[src/hw/rtl/ucb_pkg.sv]
package ucb_pkg;

  localparam int unsigned MAX_ACTIONS_DEF = 64;
  localparam int unsigned COUNT_WIDTH_DEF = 24;

  localparam int unsigned SCORE_W  = 32;
  localparam int unsigned FRAC_W   = 16;
  localparam int unsigned MANT_W   = 31;
  localparam int unsigned LN_W     = 22;
  localparam int unsigned RAD_W    = LN_W + FRAC_W;
  localparam int unsigned ROOT_W   = RAD_W / 2;
  localparam int unsigned BONUS_W  = ROOT_W + FRAC_W;
  localparam int unsigned CNT_W    = 5;

  localparam logic [15:0] LN2_Q16 = 16'd45426;
  localparam logic [31:0] EXPL_RESET = 32'h0001_0000;
  localparam logic signed [SCORE_W-1:0] SCORE_MAX = 32'sh7FFF_FFFF;
  localparam logic signed [SCORE_W-1:0] SCORE_MIN = 32'sh8000_0000;

  localparam logic [CNT_W-1:0] SQUARE_LAST = CNT_W'(FRAC_W - 1);
  localparam logic [CNT_W-1:0] DIV_LAST    = CNT_W'(LN_W - 1);
  localparam logic [CNT_W-1:0] SQRT_LAST   = CNT_W'(ROOT_W - 1);

  localparam logic REG_EXPL   = 1'b0;
  localparam logic REG_GREEDY = 1'b1;

  typedef enum logic [3:0] {
    OP_NONE,
    OP_LOAD,
    OP_NORM,
    OP_MANT,
    OP_SQUARE,
    OP_LNMUL,
    OP_DIV,
    OP_ROOTLD,
    OP_SQRT,
    OP_BONUS,
    OP_SCORE,
    OP_UPDATE
  } ucb_op_e;

  typedef struct packed {
    ucb_op_e op;
  } ucb_cmd_t;

  typedef struct packed {
    logic ucb_needed;
    logic norm_done;
    logic last;
    logic out_free;
  } ucb_status_t;

endpackage

[src/hw/rtl/ucb_if.sv]
interface ucb_in_if #(
  parameter int unsigned COUNT_WIDTH = ucb_pkg::COUNT_WIDTH_DEF
) ();
  logic                         valid;
  logic                         ready;
  logic signed [31:0]           child_value;
  logic [COUNT_WIDTH-1:0]       child_visits;
  logic [COUNT_WIDTH-1:0]       parent_visits;
  logic                         last_child;

  modport source (output valid, child_value, child_visits, parent_visits, last_child,
                  input ready);
  modport sink (input valid, child_value, child_visits, parent_visits, last_child,
                output ready);
endinterface

interface ucb_out_if #(
  parameter int unsigned MAX_ACTIONS = ucb_pkg::MAX_ACTIONS_DEF
) ();
  logic                               valid;
  logic                               ready;
  logic [$clog2(MAX_ACTIONS)-1:0]     chosen_action;
  logic signed [31:0]                 chosen_score;
  logic                               chose_unvisited;

  modport source (output valid, chosen_action, chosen_score, chose_unvisited, input ready);
  modport sink (input valid, chosen_action, chosen_score, chose_unvisited, output ready);
endinterface

[src/hw/rtl/ucb_cfg_regs.sv]
module ucb_cfg_regs (
  input  logic        clk_i,
  input  logic        rst_ni,
  input  logic        psel,
  input  logic        penable,
  input  logic        pwrite,
  input  logic [2:0]  paddr,
  input  logic [31:0] pwdata,
  output logic [31:0] prdata,
  output logic        pready,
  output logic [31:0] expl_const_o,
  output logic        greedy_mode_o
);

  logic [31:0] expl_q, expl_d;
  logic        greedy_q, greedy_d;
  logic        wr_en;

  assign pready = 1'b1;
  assign wr_en  = psel & penable & pwrite;

  always_comb begin
    expl_d   = expl_q;
    greedy_d = greedy_q;
    if (wr_en) begin
      unique case (paddr[2])
        ucb_pkg::REG_EXPL:   expl_d   = pwdata;
        ucb_pkg::REG_GREEDY: greedy_d = pwdata[0];
        default: ;
      endcase
    end
  end

  always_comb begin
    unique case (paddr[2])
      ucb_pkg::REG_EXPL:   prdata = expl_q;
      ucb_pkg::REG_GREEDY: prdata = {31'b0, greedy_q};
      default:             prdata = '0;
    endcase
  end

  always_ff @(posedge clk_i or negedge rst_ni) begin
    if (!rst_ni) begin
      expl_q   <= ucb_pkg::EXPL_RESET;
      greedy_q <= 1'b0;
    end else begin
      expl_q   <= expl_d;
      greedy_q <= greedy_d;
    end
  end

  assign expl_const_o  = expl_q;
  assign greedy_mode_o = greedy_q;

endmodule

[src/hw/rtl/ucb_ctrl.sv]
module ucb_ctrl (
  input  logic                 clk_i,
  input  logic                 rst_ni,
  input  logic                 in_valid_i,
  output logic                 in_ready_o,
  input  ucb_pkg::ucb_status_t status_i,
  output ucb_pkg::ucb_cmd_t    cmd_o
);

  typedef enum logic [10:0] {
    S_IDLE   = 11'b000_0000_0001,
    S_NORM   = 11'b000_0000_0010,
    S_MANT   = 11'b000_0000_0100,
    S_SQUARE = 11'b000_0000_1000,
    S_LNMUL  = 11'b000_0001_0000,
    S_DIV    = 11'b000_0010_0000,
    S_ROOTLD = 11'b000_0100_0000,
    S_SQRT   = 11'b000_1000_0000,
    S_BONUS  = 11'b001_0000_0000,
    S_SCORE  = 11'b010_0000_0000,
    S_FINISH = 11'b100_0000_0000
  } state_e;

  state_e                      state_q, state_d;
  logic [ucb_pkg::CNT_W-1:0]   cnt_q, cnt_d;

  always_comb begin
    state_d    = state_q;
    cnt_d      = cnt_q;
    cmd_o.op   = ucb_pkg::OP_NONE;
    in_ready_o = 1'b0;
    unique case (state_q)
      S_IDLE: begin
        in_ready_o = 1'b1;
        if (in_valid_i) begin
          cmd_o.op = ucb_pkg::OP_LOAD;
          state_d  = S_NORM;
        end
      end
      S_NORM: begin
        if (!status_i.ucb_needed) begin
          state_d = S_FINISH;
        end else if (status_i.norm_done) begin
          state_d = S_MANT;
        end else begin
          cmd_o.op = ucb_pkg::OP_NORM;
        end
      end
      S_MANT: begin
        cmd_o.op = ucb_pkg::OP_MANT;
        cnt_d    = '0;
        state_d  = S_SQUARE;
      end
      S_SQUARE: begin
        cmd_o.op = ucb_pkg::OP_SQUARE;
        cnt_d    = cnt_q + 1'b1;
        if (cnt_q == ucb_pkg::SQUARE_LAST) state_d = S_LNMUL;
      end
      S_LNMUL: begin
        cmd_o.op = ucb_pkg::OP_LNMUL;
        cnt_d    = '0;
        state_d  = S_DIV;
      end
      S_DIV: begin
        cmd_o.op = ucb_pkg::OP_DIV;
        cnt_d    = cnt_q + 1'b1;
        if (cnt_q == ucb_pkg::DIV_LAST) state_d = S_ROOTLD;
      end
      S_ROOTLD: begin
        cmd_o.op = ucb_pkg::OP_ROOTLD;
        cnt_d    = '0;
        state_d  = S_SQRT;
      end
      S_SQRT: begin
        cmd_o.op = ucb_pkg::OP_SQRT;
        cnt_d    = cnt_q + 1'b1;
        if (cnt_q == ucb_pkg::SQRT_LAST) state_d = S_BONUS;
      end
      S_BONUS: begin
        cmd_o.op = ucb_pkg::OP_BONUS;
        state_d  = S_SCORE;
      end
      S_SCORE: begin
        cmd_o.op = ucb_pkg::OP_SCORE;
        state_d  = S_FINISH;
      end
      S_FINISH: begin
        // for a last child, hold while the previous result has not been taken
        if (!status_i.last || status_i.out_free) begin
          cmd_o.op = ucb_pkg::OP_UPDATE;
          state_d  = S_IDLE;
        end
      end
      default: state_d = S_IDLE;
    endcase
  end

  always_ff @(posedge clk_i or negedge rst_ni) begin
    if (!rst_ni) begin
      state_q <= S_IDLE;
      cnt_q   <= '0;
    end else begin
      state_q <= state_d;
      cnt_q   <= cnt_d;
    end
  end

endmodule

[src/hw/rtl/ucb_datapath.sv]
module ucb_datapath #(
  parameter int unsigned MAX_ACTIONS = ucb_pkg::MAX_ACTIONS_DEF,
  parameter int unsigned COUNT_WIDTH = ucb_pkg::COUNT_WIDTH_DEF
) (
  input  logic                            clk_i,
  input  logic                            rst_ni,
  input  ucb_pkg::ucb_cmd_t               cmd_i,
  output ucb_pkg::ucb_status_t            status_o,
  input  logic signed [31:0]              child_value_i,
  input  logic [COUNT_WIDTH-1:0]          child_visits_i,
  input  logic [COUNT_WIDTH-1:0]          parent_visits_i,
  input  logic                            last_child_i,
  input  logic [31:0]                     expl_const_i,
  input  logic                            greedy_mode_i,
  input  logic                            out_ready_i,
  output logic                            out_valid_o,
  output logic [$clog2(MAX_ACTIONS)-1:0]  chosen_action_o,
  output logic signed [31:0]              chosen_score_o,
  output logic                            chose_unvisited_o
);

  localparam int unsigned CW     = COUNT_WIDTH;
  localparam int unsigned AW     = $clog2(MAX_ACTIONS);
  localparam int unsigned IW     = $clog2(MAX_ACTIONS + 1);
  localparam int unsigned EW     = $clog2(COUNT_WIDTH + 1);
  localparam int unsigned FW     = ucb_pkg::FRAC_W;
  localparam int unsigned MW     = ucb_pkg::MANT_W;
  localparam int unsigned LW     = ucb_pkg::LN_W;
  localparam int unsigned VW     = ucb_pkg::RAD_W;
  localparam int unsigned RW     = ucb_pkg::ROOT_W;
  localparam int unsigned BW     = ucb_pkg::BONUS_W;
  localparam int unsigned SW     = ucb_pkg::SCORE_W;

  // item registers
  logic signed [SW-1:0] value_q;
  logic [CW-1:0]        visits_q;
  logic                 last_q;
  // log unit
  logic [CW:0]          w_q;
  logic [EW-1:0]        e_q;
  logic [MW-1:0]        m_q;
  logic [FW-1:0]        frac_q;
  // divider
  logic [LW-1:0]        quo_q;
  logic [CW-1:0]        rem_q;
  // square root
  logic [VW-1:0]        rad_q;
  logic [RW:0]          srem_q;
  logic [RW-1:0]        root_q;
  // score
  logic [BW-1:0]        bonus_q;
  logic signed [SW-1:0] score_q;
  // selection state
  logic [IW-1:0]        idx_q;
  logic signed [SW-1:0] best_q;
  logic [AW-1:0]        best_idx_q;
  logic                 unv_q;
  // result register
  logic                 out_valid_q;
  logic [AW-1:0]        out_idx_q;
  logic signed [SW-1:0] out_score_q;
  logic                 out_unv_q;

  logic                 active;
  logic                 first;
  logic [CW+32:0]       wext;
  logic [2*MW-1:0]      sq;
  logic [MW:0]          sq_t;
  logic [VW-1:0]        lnp;
  logic [CW:0]          div_sh;
  logic [RW+2:0]        sr_sh;
  logic [RW+2:0]        sr_trial;
  logic [SW+RW-1:0]     bprod;
  logic signed [BW+1:0] sum;
  logic signed [SW-1:0] sum_sat;
  logic signed [SW-1:0] nb_score;
  logic [AW-1:0]        nb_idx;
  logic                 nb_unv;
  logic                 out_free;

  assign active   = (idx_q < IW'(MAX_ACTIONS)) && !unv_q;
  assign first    = (idx_q == '0);
  assign out_free = !out_valid_q || out_ready_i;

  assign status_o.ucb_needed = active && !greedy_mode_i && (visits_q != '0);
  assign status_o.norm_done  = w_q[CW];
  assign status_o.last       = last_q;
  assign status_o.out_free   = out_free;

  assign wext     = {w_q, 32'b0};
  assign sq       = (2*MW)'(m_q) * (2*MW)'(m_q);
  assign sq_t     = sq[2*MW-1:MW-1];
  assign lnp      = VW'({e_q, frac_q}) * VW'(ucb_pkg::LN2_Q16);
  assign div_sh   = {rem_q, quo_q[LW-1]};
  assign sr_sh    = {srem_q, rad_q[VW-1:VW-2]};
  assign sr_trial = {1'b0, root_q, 2'b01};
  assign bprod    = (SW+RW)'(expl_const_i) * (SW+RW)'(root_q);
  assign sum      = (BW+2)'(value_q) + $signed({2'b00, bonus_q});

  always_comb begin
    if (sum > (BW+2)'(ucb_pkg::SCORE_MAX))      sum_sat = ucb_pkg::SCORE_MAX;
    else if (sum < (BW+2)'(ucb_pkg::SCORE_MIN)) sum_sat = ucb_pkg::SCORE_MIN;
    else                                         sum_sat = sum[SW-1:0];
  end

  // next selection for the child being retired
  always_comb begin
    nb_score = best_q;
    nb_idx   = best_idx_q;
    nb_unv   = unv_q;
    if (active) begin
      if (greedy_mode_i) begin
        if (first || value_q > best_q) begin
          nb_score = value_q;
          nb_idx   = idx_q[AW-1:0];
        end
      end else if (visits_q == '0) begin
        nb_unv   = 1'b1;
        nb_score = ucb_pkg::SCORE_MAX;
        nb_idx   = idx_q[AW-1:0];
      end else if (first || score_q > best_q) begin
        nb_score = score_q;
        nb_idx   = idx_q[AW-1:0];
      end
    end
  end

  always_ff @(posedge clk_i) begin
    case (cmd_i.op)
      ucb_pkg::OP_LOAD: begin
        value_q  <= child_value_i;
        visits_q <= child_visits_i;
        last_q   <= last_child_i;
        w_q      <= {1'b0, parent_visits_i} + 1'b1;
        e_q      <= EW'(CW);
      end
      ucb_pkg::OP_NORM: begin
        w_q <= {w_q[CW-1:0], 1'b0};
        e_q <= e_q - 1'b1;
      end
      ucb_pkg::OP_MANT: begin
        m_q    <= wext[CW+32 -: MW];
        frac_q <= '0;
      end
      ucb_pkg::OP_SQUARE: begin
        frac_q <= {frac_q[FW-2:0], sq_t[MW]};
        m_q    <= sq_t[MW] ? sq_t[MW:1] : sq_t[MW-1:0];
      end
      ucb_pkg::OP_LNMUL: begin
        quo_q <= lnp[LW+FW-1:FW];
        rem_q <= '0;
      end
      ucb_pkg::OP_DIV: begin
        if (div_sh >= {1'b0, visits_q}) begin
          rem_q <= CW'(div_sh - {1'b0, visits_q});
          quo_q <= {quo_q[LW-2:0], 1'b1};
        end else begin
          rem_q <= div_sh[CW-1:0];
          quo_q <= {quo_q[LW-2:0], 1'b0};
        end
      end
      ucb_pkg::OP_ROOTLD: begin
        rad_q  <= {quo_q, {FW{1'b0}}};
        srem_q <= '0;
        root_q <= '0;
      end
      ucb_pkg::OP_SQRT: begin
        rad_q <= {rad_q[VW-3:0], 2'b00};
        if (sr_sh >= sr_trial) begin
          srem_q <= (RW+1)'(sr_sh - sr_trial);
          root_q <= {root_q[RW-2:0], 1'b1};
        end else begin
          srem_q <= sr_sh[RW:0];
          root_q <= {root_q[RW-2:0], 1'b0};
        end
      end
      ucb_pkg::OP_BONUS: bonus_q <= bprod[SW+RW-1:FW];
      ucb_pkg::OP_SCORE: score_q <= sum_sat;
      default: ;
    endcase
  end

  always_ff @(posedge clk_i or negedge rst_ni) begin
    if (!rst_ni) begin
      idx_q       <= '0;
      best_q      <= ucb_pkg::SCORE_MIN;
      best_idx_q  <= '0;
      unv_q       <= 1'b0;
      out_valid_q <= 1'b0;
      out_idx_q   <= '0;
      out_score_q <= '0;
      out_unv_q   <= 1'b0;
    end else begin
      if (out_valid_q && out_ready_i) out_valid_q <= 1'b0;
      if (cmd_i.op == ucb_pkg::OP_UPDATE) begin
        if (last_q) begin
          out_valid_q <= 1'b1;
          out_idx_q   <= nb_idx;
          out_score_q <= nb_score;
          out_unv_q   <= nb_unv;
          idx_q       <= '0;
          best_q      <= ucb_pkg::SCORE_MIN;
          best_idx_q  <= '0;
          unv_q       <= 1'b0;
        end else begin
          best_q     <= nb_score;
          best_idx_q <= nb_idx;
          unv_q      <= nb_unv;
          if (idx_q < IW'(MAX_ACTIONS)) idx_q <= idx_q + 1'b1;
        end
      end
    end
  end

  assign out_valid_o       = out_valid_q;
  assign chosen_action_o   = out_idx_q;
  assign chosen_score_o    = out_score_q;
  assign chose_unvisited_o = out_unv_q;

  a_idx_range: assert property (@(posedge clk_i) disable iff (!rst_ni)
    idx_q <= IW'(MAX_ACTIONS))
    else $error("child index beyond saturation");

  a_unv_score: assert property (@(posedge clk_i) disable iff (!rst_ni)
    unv_q |-> best_q == ucb_pkg::SCORE_MAX)
    else $error("unvisited child held without top score");

  a_out_unv: assert property (@(posedge clk_i) disable iff (!rst_ni)
    (out_valid_q && out_unv_q) |-> out_score_q == ucb_pkg::SCORE_MAX)
    else $error("unvisited result without saturated score");

  a_no_overwrite: assert property (@(posedge clk_i) disable iff (!rst_ni)
    (cmd_i.op == ucb_pkg::OP_UPDATE && last_q) |-> out_free)
    else $error("result register overwritten before transfer");

endmodule

[src/hw/rtl/ucb1_child_selector_unit.sv]
// One child per transfer. Greedy, unvisited or ignored children go from
// transfer through NORM and FINISH back to ready; a UCB-scored child runs
// through the log unit (bit-serial normalise, 16 squarings), a 22-step
// divider and a 19-step square root. One child is in work at a time; the
// result register holds a finished result while the next child runs. Reset
// clears the selection state, the result register and loads the register
// defaults.
module ucb1_child_selector_unit #(
  parameter int unsigned MAX_ACTIONS = ucb_pkg::MAX_ACTIONS_DEF,
  parameter int unsigned COUNT_WIDTH = ucb_pkg::COUNT_WIDTH_DEF
) (
  input  logic        clk_i,
  input  logic        rst_ni,
  ucb_in_if.sink      in_i,
  ucb_out_if.source   res_o,
  input  logic        psel,
  input  logic        penable,
  input  logic        pwrite,
  input  logic [2:0]  paddr,
  input  logic [31:0] pwdata,
  output logic [31:0] prdata,
  output logic        pready
);

  ucb_pkg::ucb_cmd_t    cmd;
  ucb_pkg::ucb_status_t status;
  logic [31:0]          expl_const;
  logic                 greedy_mode;

  ucb_cfg_regs u_cfg (
    .clk_i         (clk_i),
    .rst_ni        (rst_ni),
    .psel          (psel),
    .penable       (penable),
    .pwrite        (pwrite),
    .paddr         (paddr),
    .pwdata        (pwdata),
    .prdata        (prdata),
    .pready        (pready),
    .expl_const_o  (expl_const),
    .greedy_mode_o (greedy_mode)
  );

  ucb_ctrl u_ctrl (
    .clk_i      (clk_i),
    .rst_ni     (rst_ni),
    .in_valid_i (in_i.valid),
    .in_ready_o (in_i.ready),
    .status_i   (status),
    .cmd_o      (cmd)
  );

  ucb_datapath #(
    .MAX_ACTIONS (MAX_ACTIONS),
    .COUNT_WIDTH (COUNT_WIDTH)
  ) u_dp (
    .clk_i             (clk_i),
    .rst_ni            (rst_ni),
    .cmd_i             (cmd),
    .status_o          (status),
    .child_value_i     (in_i.child_value),
    .child_visits_i    (in_i.child_visits),
    .parent_visits_i   (in_i.parent_visits),
    .last_child_i      (in_i.last_child),
    .expl_const_i      (expl_const),
    .greedy_mode_i     (greedy_mode),
    .out_ready_i       (res_o.ready),
    .out_valid_o       (res_o.valid),
    .chosen_action_o   (res_o.chosen_action),
    .chosen_score_o    (res_o.chosen_score),
    .chose_unvisited_o (res_o.chose_unvisited)
  );

endmodule
[src/flat_wrapper.sv]
// flat-port wrapper written by rule: the top's interface ports become plain ports
module ucb1_child_selector_unit_flat 
#(
  parameter int unsigned MAX_ACTIONS = ucb_pkg::MAX_ACTIONS_DEF,
  parameter int unsigned COUNT_WIDTH = ucb_pkg::COUNT_WIDTH_DEF
)
  (clk_i, rst_ni, psel, penable, pwrite, paddr, pwdata, prdata, pready, in_i_valid, in_i_child_value, in_i_child_visits, in_i_parent_visits, in_i_last_child, in_i_ready, res_o_valid, res_o_chosen_action, res_o_chosen_score, res_o_chose_unvisited, res_o_ready);
  ucb_in_if #(.COUNT_WIDTH(COUNT_WIDTH)) in_i_i ();
  ucb_out_if #(.MAX_ACTIONS(MAX_ACTIONS)) res_o_i ();
  input  logic clk_i;
  input  logic rst_ni;
  input  logic psel;
  input  logic penable;
  input  logic pwrite;
  input  logic [2:0] paddr;
  input  logic [31:0] pwdata;
  output logic [31:0] prdata;
  output logic pready;
  input wire logic [$bits(in_i_i.valid)-1:0] in_i_valid;
  input wire logic [$bits(in_i_i.child_value)-1:0] in_i_child_value;
  input wire logic [$bits(in_i_i.child_visits)-1:0] in_i_child_visits;
  input wire logic [$bits(in_i_i.parent_visits)-1:0] in_i_parent_visits;
  input wire logic [$bits(in_i_i.last_child)-1:0] in_i_last_child;
  output wire logic [$bits(in_i_i.ready)-1:0] in_i_ready;
  output wire logic [$bits(res_o_i.valid)-1:0] res_o_valid;
  output wire logic [$bits(res_o_i.chosen_action)-1:0] res_o_chosen_action;
  output wire logic [$bits(res_o_i.chosen_score)-1:0] res_o_chosen_score;
  output wire logic [$bits(res_o_i.chose_unvisited)-1:0] res_o_chose_unvisited;
  input wire logic [$bits(res_o_i.ready)-1:0] res_o_ready;
  assign in_i_i.valid = in_i_valid;
  assign in_i_i.child_value = in_i_child_value;
  assign in_i_i.child_visits = in_i_child_visits;
  assign in_i_i.parent_visits = in_i_parent_visits;
  assign in_i_i.last_child = in_i_last_child;
  assign in_i_ready = in_i_i.ready;
  assign res_o_valid = res_o_i.valid;
  assign res_o_chosen_action = res_o_i.chosen_action;
  assign res_o_chosen_score = res_o_i.chosen_score;
  assign res_o_chose_unvisited = res_o_i.chose_unvisited;
  assign res_o_i.ready = res_o_ready;
  ucb1_child_selector_unit #(.MAX_ACTIONS(MAX_ACTIONS), .COUNT_WIDTH(COUNT_WIDTH)) u_core (.clk_i(clk_i), .rst_ni(rst_ni), .in_i(in_i_i), .res_o(res_o_i), .psel(psel), .penable(penable), .pwrite(pwrite), .paddr(paddr), .pwdata(pwdata), .prdata(prdata), .pready(pready));
endmodule
[config.mk]
export PLATFORM = sky130hd
export DESIGN_NAME = ucb1_child_selector_unit_flat
export DESIGN_NICKNAME = d
export VERILOG_FILES = /design/src/hw/rtl/ucb_pkg.sv /design/src/hw/rtl/ucb_if.sv /design/src/hw/rtl/ucb_cfg_regs.sv /design/src/hw/rtl/ucb_ctrl.sv /design/src/hw/rtl/ucb_datapath.sv /design/src/hw/rtl/ucb1_child_selector_unit.sv /design/src/flat_wrapper.sv
export SDC_FILE = /design/constraint.sdc
export NUM_CORES = 2
export LEC_CHECK = 0
export BUFFER_PORTS_ARGS = -buffer_cell sky130_fd_sc_hd__buf_2
export CAP_MARGIN = 20
export CORE_UTILIZATION = 50
export CTS_BUF_LIST = sky130_fd_sc_hd__clkbuf_8
export DETAILED_ROUTE_END_ITERATION = 8
export PLACE_DENSITY = 0.66
export SLEW_MARGIN = 20
export SYNTH_ARGS = -nofsm -noshare
export SYNTH_HDL_FRONTEND = slang
export SYNTH_SLANG_ARGS = --single-unit
[constraint.sdc]
create_clock -name clk_i -period 8.6 [get_ports clk_i]
set_input_delay 1.72 -clock clk_i [delete_from_list [all_inputs] [get_ports clk_i]]
set_output_delay 1.72 -clock clk_i [all_outputs]
set_load 0.01 [all_outputs]
After elaboration in Yosys (flattened, before gate mapping)
Index checks and enable logic that the tools add are counted.
{"block": "totals", "ff_bits": 459, "latchBits": 0, "ram_bits": 0, "mem_bits_ro": 0, "inputBits": 123, "word_cells": 157, "mem_count": 0}
{"block": "classes", "add_sub_neg": 7, "mul": 3, "n_div": 0, "order_cmp": 7, "eq_ne": 31, "shifts": 0, "mux": 52, "bitwise_logic": 3, "reduce_logical": 28}
{"op": "32-bit two-way mux", "n": 7}
{"op": "11-bit one-hot mux with 11 select lines", "n": 1}
{"op": "11-bit two-way mux", "n": 7}
{"op": "38-bit one-hot mux with 2 select lines", "n": 1}
{"op": "32-bit > comparator", "n": 2}
{"op": "32-bit one-hot mux with 2 select lines", "n": 1}
{"op": "31-bit by 31-bit multiplier with 62-bit output", "n": 1}
{"op": "31-bit one-hot mux with 2 select lines", "n": 1}
{"op": "32-bit by 19-bit multiplier with 51-bit output", "n": 1}
{"op": "25-bit one-hot mux with 2 select lines", "n": 1}
{"op": "24-bit one-hot mux with 2 select lines", "n": 1}
{"op": "22-bit one-hot mux with 2 select lines", "n": 1}
{"op": "4-bit one-hot mux with 11 select lines", "n": 1}
{"op": "20-bit one-hot mux with 2 select lines", "n": 1}
{"op": "19-bit one-hot mux with 2 select lines", "n": 1}
{"op": "32-bit by 36-bit adder with 37-bit output", "n": 1}
{"op": "37-bit by 32-bit > comparator with 1-bit output (second input constant)", "n": 1}
{"op": "37-bit by 32-bit < comparator with 1-bit output (second input constant)", "n": 1}
{"op": "21-bit by 15-bit multiplier with 36-bit output (second input constant)", "n": 1}
{"op": "6-bit two-way mux", "n": 6}
{"op": "16-bit one-hot mux with 2 select lines", "n": 1}
{"op": "31-bit two-way mux", "n": 1}
{"op": "24-bit by 1-bit adder with 25-bit output (second input constant)", "n": 1}
{"op": "25-bit by 24-bit greater-or-equal comparator with 1-bit output", "n": 1}
{"op": "other kinds (45)", "n": 89}

Logic depth before layout (Yosys ltp)
{"block": "depth", "word_depth": 8, "depth_mapped": 34, "ltp_nobuf": 29}

Hierarchy
Synthesis repeated with hierarchy kept, for this count alone.
{"block": "unflattened", "hier_cells": 7800, "area_unflattened_um2": 74963.1}
{"mod": "ucb_datapath", "instances": 1, "cells_each": 7565, "area_per_inst_um2": 72205.5, "seq_area_each_um2": 11402.2}
{"mod": "ucb_cfg_regs", "instances": 1, "cells_each": 108, "area_per_inst_um2": 1602.8, "seq_area_each_um2": 827.0}
{"mod": "ucb_ctrl", "instances": 1, "cells_each": 127, "area_per_inst_um2": 1154.9, "seq_area_each_um2": 401.6}

Least setup slack after synthesis
Ideal clock, no wire load.
{"block": "synth_path", "path_kind": "flip-flop to flip-flop", "from": "register u_core.u_dp.m_q[4]", "to": "register u_core.u_dp.m_q[28] (data pin)", "setup_ns": 0.274, "t_arrival_ns": 7.843, "required_ns": 8.326, "path_slack_ns": 0.483, "path_stages_with_launch": 33, "n_path_buf": 5, "synth_period_minus_slack_ns": 8.117, "path_cell_list": "edfxtp_1 -> clkbuf_1 -> clkbuf_1 -> nand2_1 -> fa_1 -> inv_1 -> fa_1 -> fa_1 -> inv_1 -> fa_1 -> inv_1 -> fa_1 -> inv_1 -> fa_1 -> inv_1 -> fa_1 -> fa_1 -> ha_1 -> nand3_1 -> nor4_1 -> nand2_1 -> a21oi_1 -> o2111ai_1 -> nand3_1 -> nand4_1 -> and4_1 -> o21ba_2 -> or2_2 -> buf_2 -> buf_2 -> buf_2 -> nand2_1 -> a31oi_1"}
{"block": "synth_via", "elab_chain_len": 3}
{"item": "start: declaration", "line_no": "ucb_datapath.sv:41", "source": "logic [MW-1:0] m_q;"}
{"item": "start signal: assignment", "line_no": "ucb_datapath.sv:142", "source": "m_q <= wext[CW+32 -: MW];"}
{"item": "start signal: assignment", "line_no": "ucb_datapath.sv:147", "source": "m_q <= sq_t[MW] ? sq_t[MW:1] : sq_t[MW-1:0];"}
{"item": "31-bit by 31-bit multiplier with 62-bit output", "line_no": "ucb_datapath.sv:91", "source": "assign sq = (2*MW)'(m_q) * (2*MW)'(m_q);"}
{"item": "31-bit two-way mux", "line_no": "ucb_datapath.sv:147"}
{"item": "31-bit one-hot mux with 2 select lines", "line_no": "ucb_datapath.sv:129", "source": "case (cmd_i.op)"}
No other way between the ends.
A chain may end at the register's enable or synchronous reset.

Worst setup path in the final report
{"block": "layout_path", "from": "register u_core.u_dp.m_q[6]", "to": "register u_core.u_dp.m_q[1] (data pin)"}
Same word-level chain as after synthesis.

==> impl_metrics.toml <==
[die]
rows = 139
fp.dieW_um = 384
dieHeight_um = 384
coreArea_um2 = 144000
initial_core_util_pct = 50.6
die_area_um2 = 148000
num_io_pins = 197

[cts]
htreeDepth = 3
clkLatencyLatePin_ns = 0.74
cts-root-buf = "clkbuf_8"
cts_tree = "built"
clock_sinks = 443
cts_max_path_buffers = 3
cts_buffers = 80
clkSlewWorstSetupHoldPaths_ns = 0.06

[sta]
finalHoldViolations = 0
slew-limit-headroom_pct = 28.0
timing.fmax_ghz = 0.121
final.min_clock_period_ns = 8.23
setup_slack_ns = 0.368
period_share_pct = 95.7
clock_skew_ns = 0.0672
slew_viol_final = 0
setup_violations = 0
worst_slew_pin_slew_ns = 1.08
hold_ws_ns = 0.473

[detailed_routing]
drt-pass1-iter-count = 8
drt_iter0_drc = 3597
ant_nets = 0
drc = 0
via_count = 52400
avgRoutedWirePerCell_um = 19.3
wirelength_um = 188000
avgViaCountPerCell = 5.40

[setup_path]
worstSetupStartpointType = "flip-flop"
path_max_fanout = 15
r2r_slack_ns = 0.37
crit_top_cell = "fa_1"
ff2ff_path_depth = 32
path_class = "flip-flop to flip-flop"
worst_path_largest_cell_delay_ns = 0.54
reg2reg_from = "u_core.u_dp.m_q[6]$_DFFE_PP_"
critPathLaunch = "u_core.u_dp.m_q[6]$_DFFE_PP_"
required_ns = 9.17
endpoint_kind = "flip-flop"
r2r-end = "u_core.u_dp.m_q[1]$_SDFFCE_PP0P_"
crit_arrival_ns = 8.80
cpMaxStageDelayCell = "fa_1"

[logic_synthesis]
synth_warnings = 0
netlist_instances = 7539
synth-xor-area-share_pct = 2.47
synth-seq-cells = 443
ys_seq_area_share_pct = 17.3
synthMuxAreaShare_pct = 1.33
synth_ff_type = "edfxtp_1"
syn_area_um2 = 73100
syn_nets = 9711
synth_fa_ha_area_share_pct = 49.1
synthSimpleGateAreaFrac_pct = 12.3
synth_top_family_by_area = "adder cells"
avgSynthCellArea_um2 = 9.69
synth_compound_area_share_pct = 7.37
synth-async-reset-ratio_pct = 30.5
synth_edf_count = 308
synth_cell_types = 78

[final_layout]
layout.cells.non_filler = 9711
seq_area_um2 = 12600
final_cell_mix = "inv_1 (1,696), fa_1 (1,359), nand2_1 (971)"
multi_input_area_um2 = 53100
syn_to_final_growth_pct = 8.33
fin_nets = 9914
num-fill-cells = 12800
fin_util_pct = 54.8
final_common_cell = "inv_1"
drive_gt1_share_pct = 8.49

[global_route]
grt_pass1_vias = 55700
grt_antenna_before_repair = 14
grt_pass1_wl_um = 303000
grt_max_degree = 73
grt_overflow = 0
grt_util_all_layers_pct = 26.2

[hold_path]
min_delay_worst_endpoint = "u_core.u_dp.chosen_score_o[11]$_DFFE_PN0P_"
min_path_cells = 2
hp-class = "flip-flop to flip-flop"
hp-start = "u_core.u_dp.chosen_score_o[11]$_DFFE_PN0P_"

[place]
gp_congestion = 0.909
dpl.hpwl_um = 154000
place_ws_ns = -0.110
dp_cells = 9553
port-buffer-count = 193

[job]
drv_cap = 0

[status]
status = "completed"
-- per-stage QoR --
| step | setup TNS, ns | cell area, um^2 |
|---|---|---|
| after floorplan | 0 | 73100 |
| after global placement | -0.824 | 77200 |
| after detailed placement | -0.784 | 77200 |
| after CTS | 0 | 78900 |
| after global routing | -0.0181 | 79100 |
| final | 0 | 79100 |
-- sequential cells by signal, indices dropped and copies added (netlist names), 5 cells and up --
signal and flops:
u_core.u_dp.chosen_action_o 6, u_core.u_dp.srem_q 20, u_core.u_dp.root_q 19, u_core.u_dp.bonus_q 35, u_core.u_dp.rad_q 22, u_core.u_dp.best_idx_q 6
u_core.u_dp.idx_q 7, u_core.u_dp.score_q 32, u_core.u_ctrl.cnt_q 5, u_core.u_dp.quo_q 22, u_core.u_cfg.expl_const_o 32, u_core.u_dp.e_q 5
u_core.u_dp.visits_q 24, u_core.u_dp.value_q 32, u_core.u_ctrl.state_q 11, u_core.u_dp.chosen_score_o 32, u_core.u_dp.best_q 32, u_core.u_dp.w_q 25
u_core.u_dp.rem_q 24, u_core.u_dp.m_q 31, u_core.u_dp.frac_q 16
-- cells by family (layout without fill, tap and decap cells) --
kind of cell	Yosys count	count (layout)
flops	443	443
buf+inv	1976	2243
other cells	1	3
xor+xnor	205	205
simple gates	1950	1950
fa+ha+maj	2049	2049
mux	91	91
compound gates	824	824
-- critical path, delay by kind of cell, from the launching register on --
| kind | cells | cell delay [ns] |
|---|---|---|
| AND/OR/NAND/NOR | 5 | 0.72 |
| AO/OA/AOI/OAI | 7 | 1.36 |
| buffers and inverters | 11 | 1.33 |
| flip-flops | 1 | 0.47 |
| adder cells (fa/ha/maj) | 9 | 4.19 |
-- layout make-up --
type,instances,area share (%)
clock inverter,57,0.531
tap,1903,3.01
antenna,2,0.00632
multi-input combinational,5120,67.2
inverter,1671,7.93
sequential,443,16.0
clock buffer,89,1.55
timing repair buffer,426,3.86
-- worst max-delay path by stage --
stage | to | slack [ns] | cells past startpoint
after floorplan | u_core.u_dp.m_q[28]$_DFFE_PP_ | 0.48 | 32
after global placement | u_core.u_dp.m_q[1]$_SDFFCE_PP0P_ | -0.11 | 27
after detailed placement | u_core.u_dp.m_q[1]$_SDFFCE_PP0P_ | -0.11 | 27
after CTS | u_core.u_dp.m_q[1]$_SDFFCE_PP0P_ | 0.03 | 28
after global routing | u_core.u_dp.m_q[10]$_DFFE_PP_ | -0.008 | 30
final | u_core.u_dp.m_q[1]$_SDFFCE_PP0P_ | 0.37 | 32
-- routing by layer --
metal	share of wire, %	up-vias	wire length, um	global-route usage [%]
li1	-	23800	-	-
met1	43	26700	80200	36.2
met2	47	1643	87800	42.3
met3	7.6	313	14300	5.07
met4	2.8	16	5190	6.73
met5	0.062	-	117	0
-- synth_stat cells, types with 25 or more instances --
library cell,instances,area (um^2)
nor3_1,40,200
o31ai_1,38,285
fa_1,1359,27200
clkbuf_1,288,1080
ha_1,690,8630
and3_1,25,156
dfrtp_1,132,3300
and2_1,366,2290
xor2_1,81,709
inv_1,1670,6270
o21ai_0,158,791
nand4_1,41,257
mux2i_1,45,450
a21oi_1,206,1030
a21o_1,143,1070
o21a_1,54,405
mux2_2,46,518
nand3_1,49,245
xnor2_1,123,1080
o22ai_1,36,225
nor2_1,294,1100
edfxtp_1,308,9250
nor2b_1,59,369
a211oi_1,25,188
nand2_1,974,3660
a31oi_1,30,188
-- timing repair --
item	CTS	global route
gates resized for setup	2	34
endpoints found under the setup margin	29	32
buffers inserted	3	6
hold buffers	0	0
pin swaps	0	3
Power is left out: the tool's default activity adds up to more than one toggle a clock period on the data nets, which glitch-free logic cannot reach.
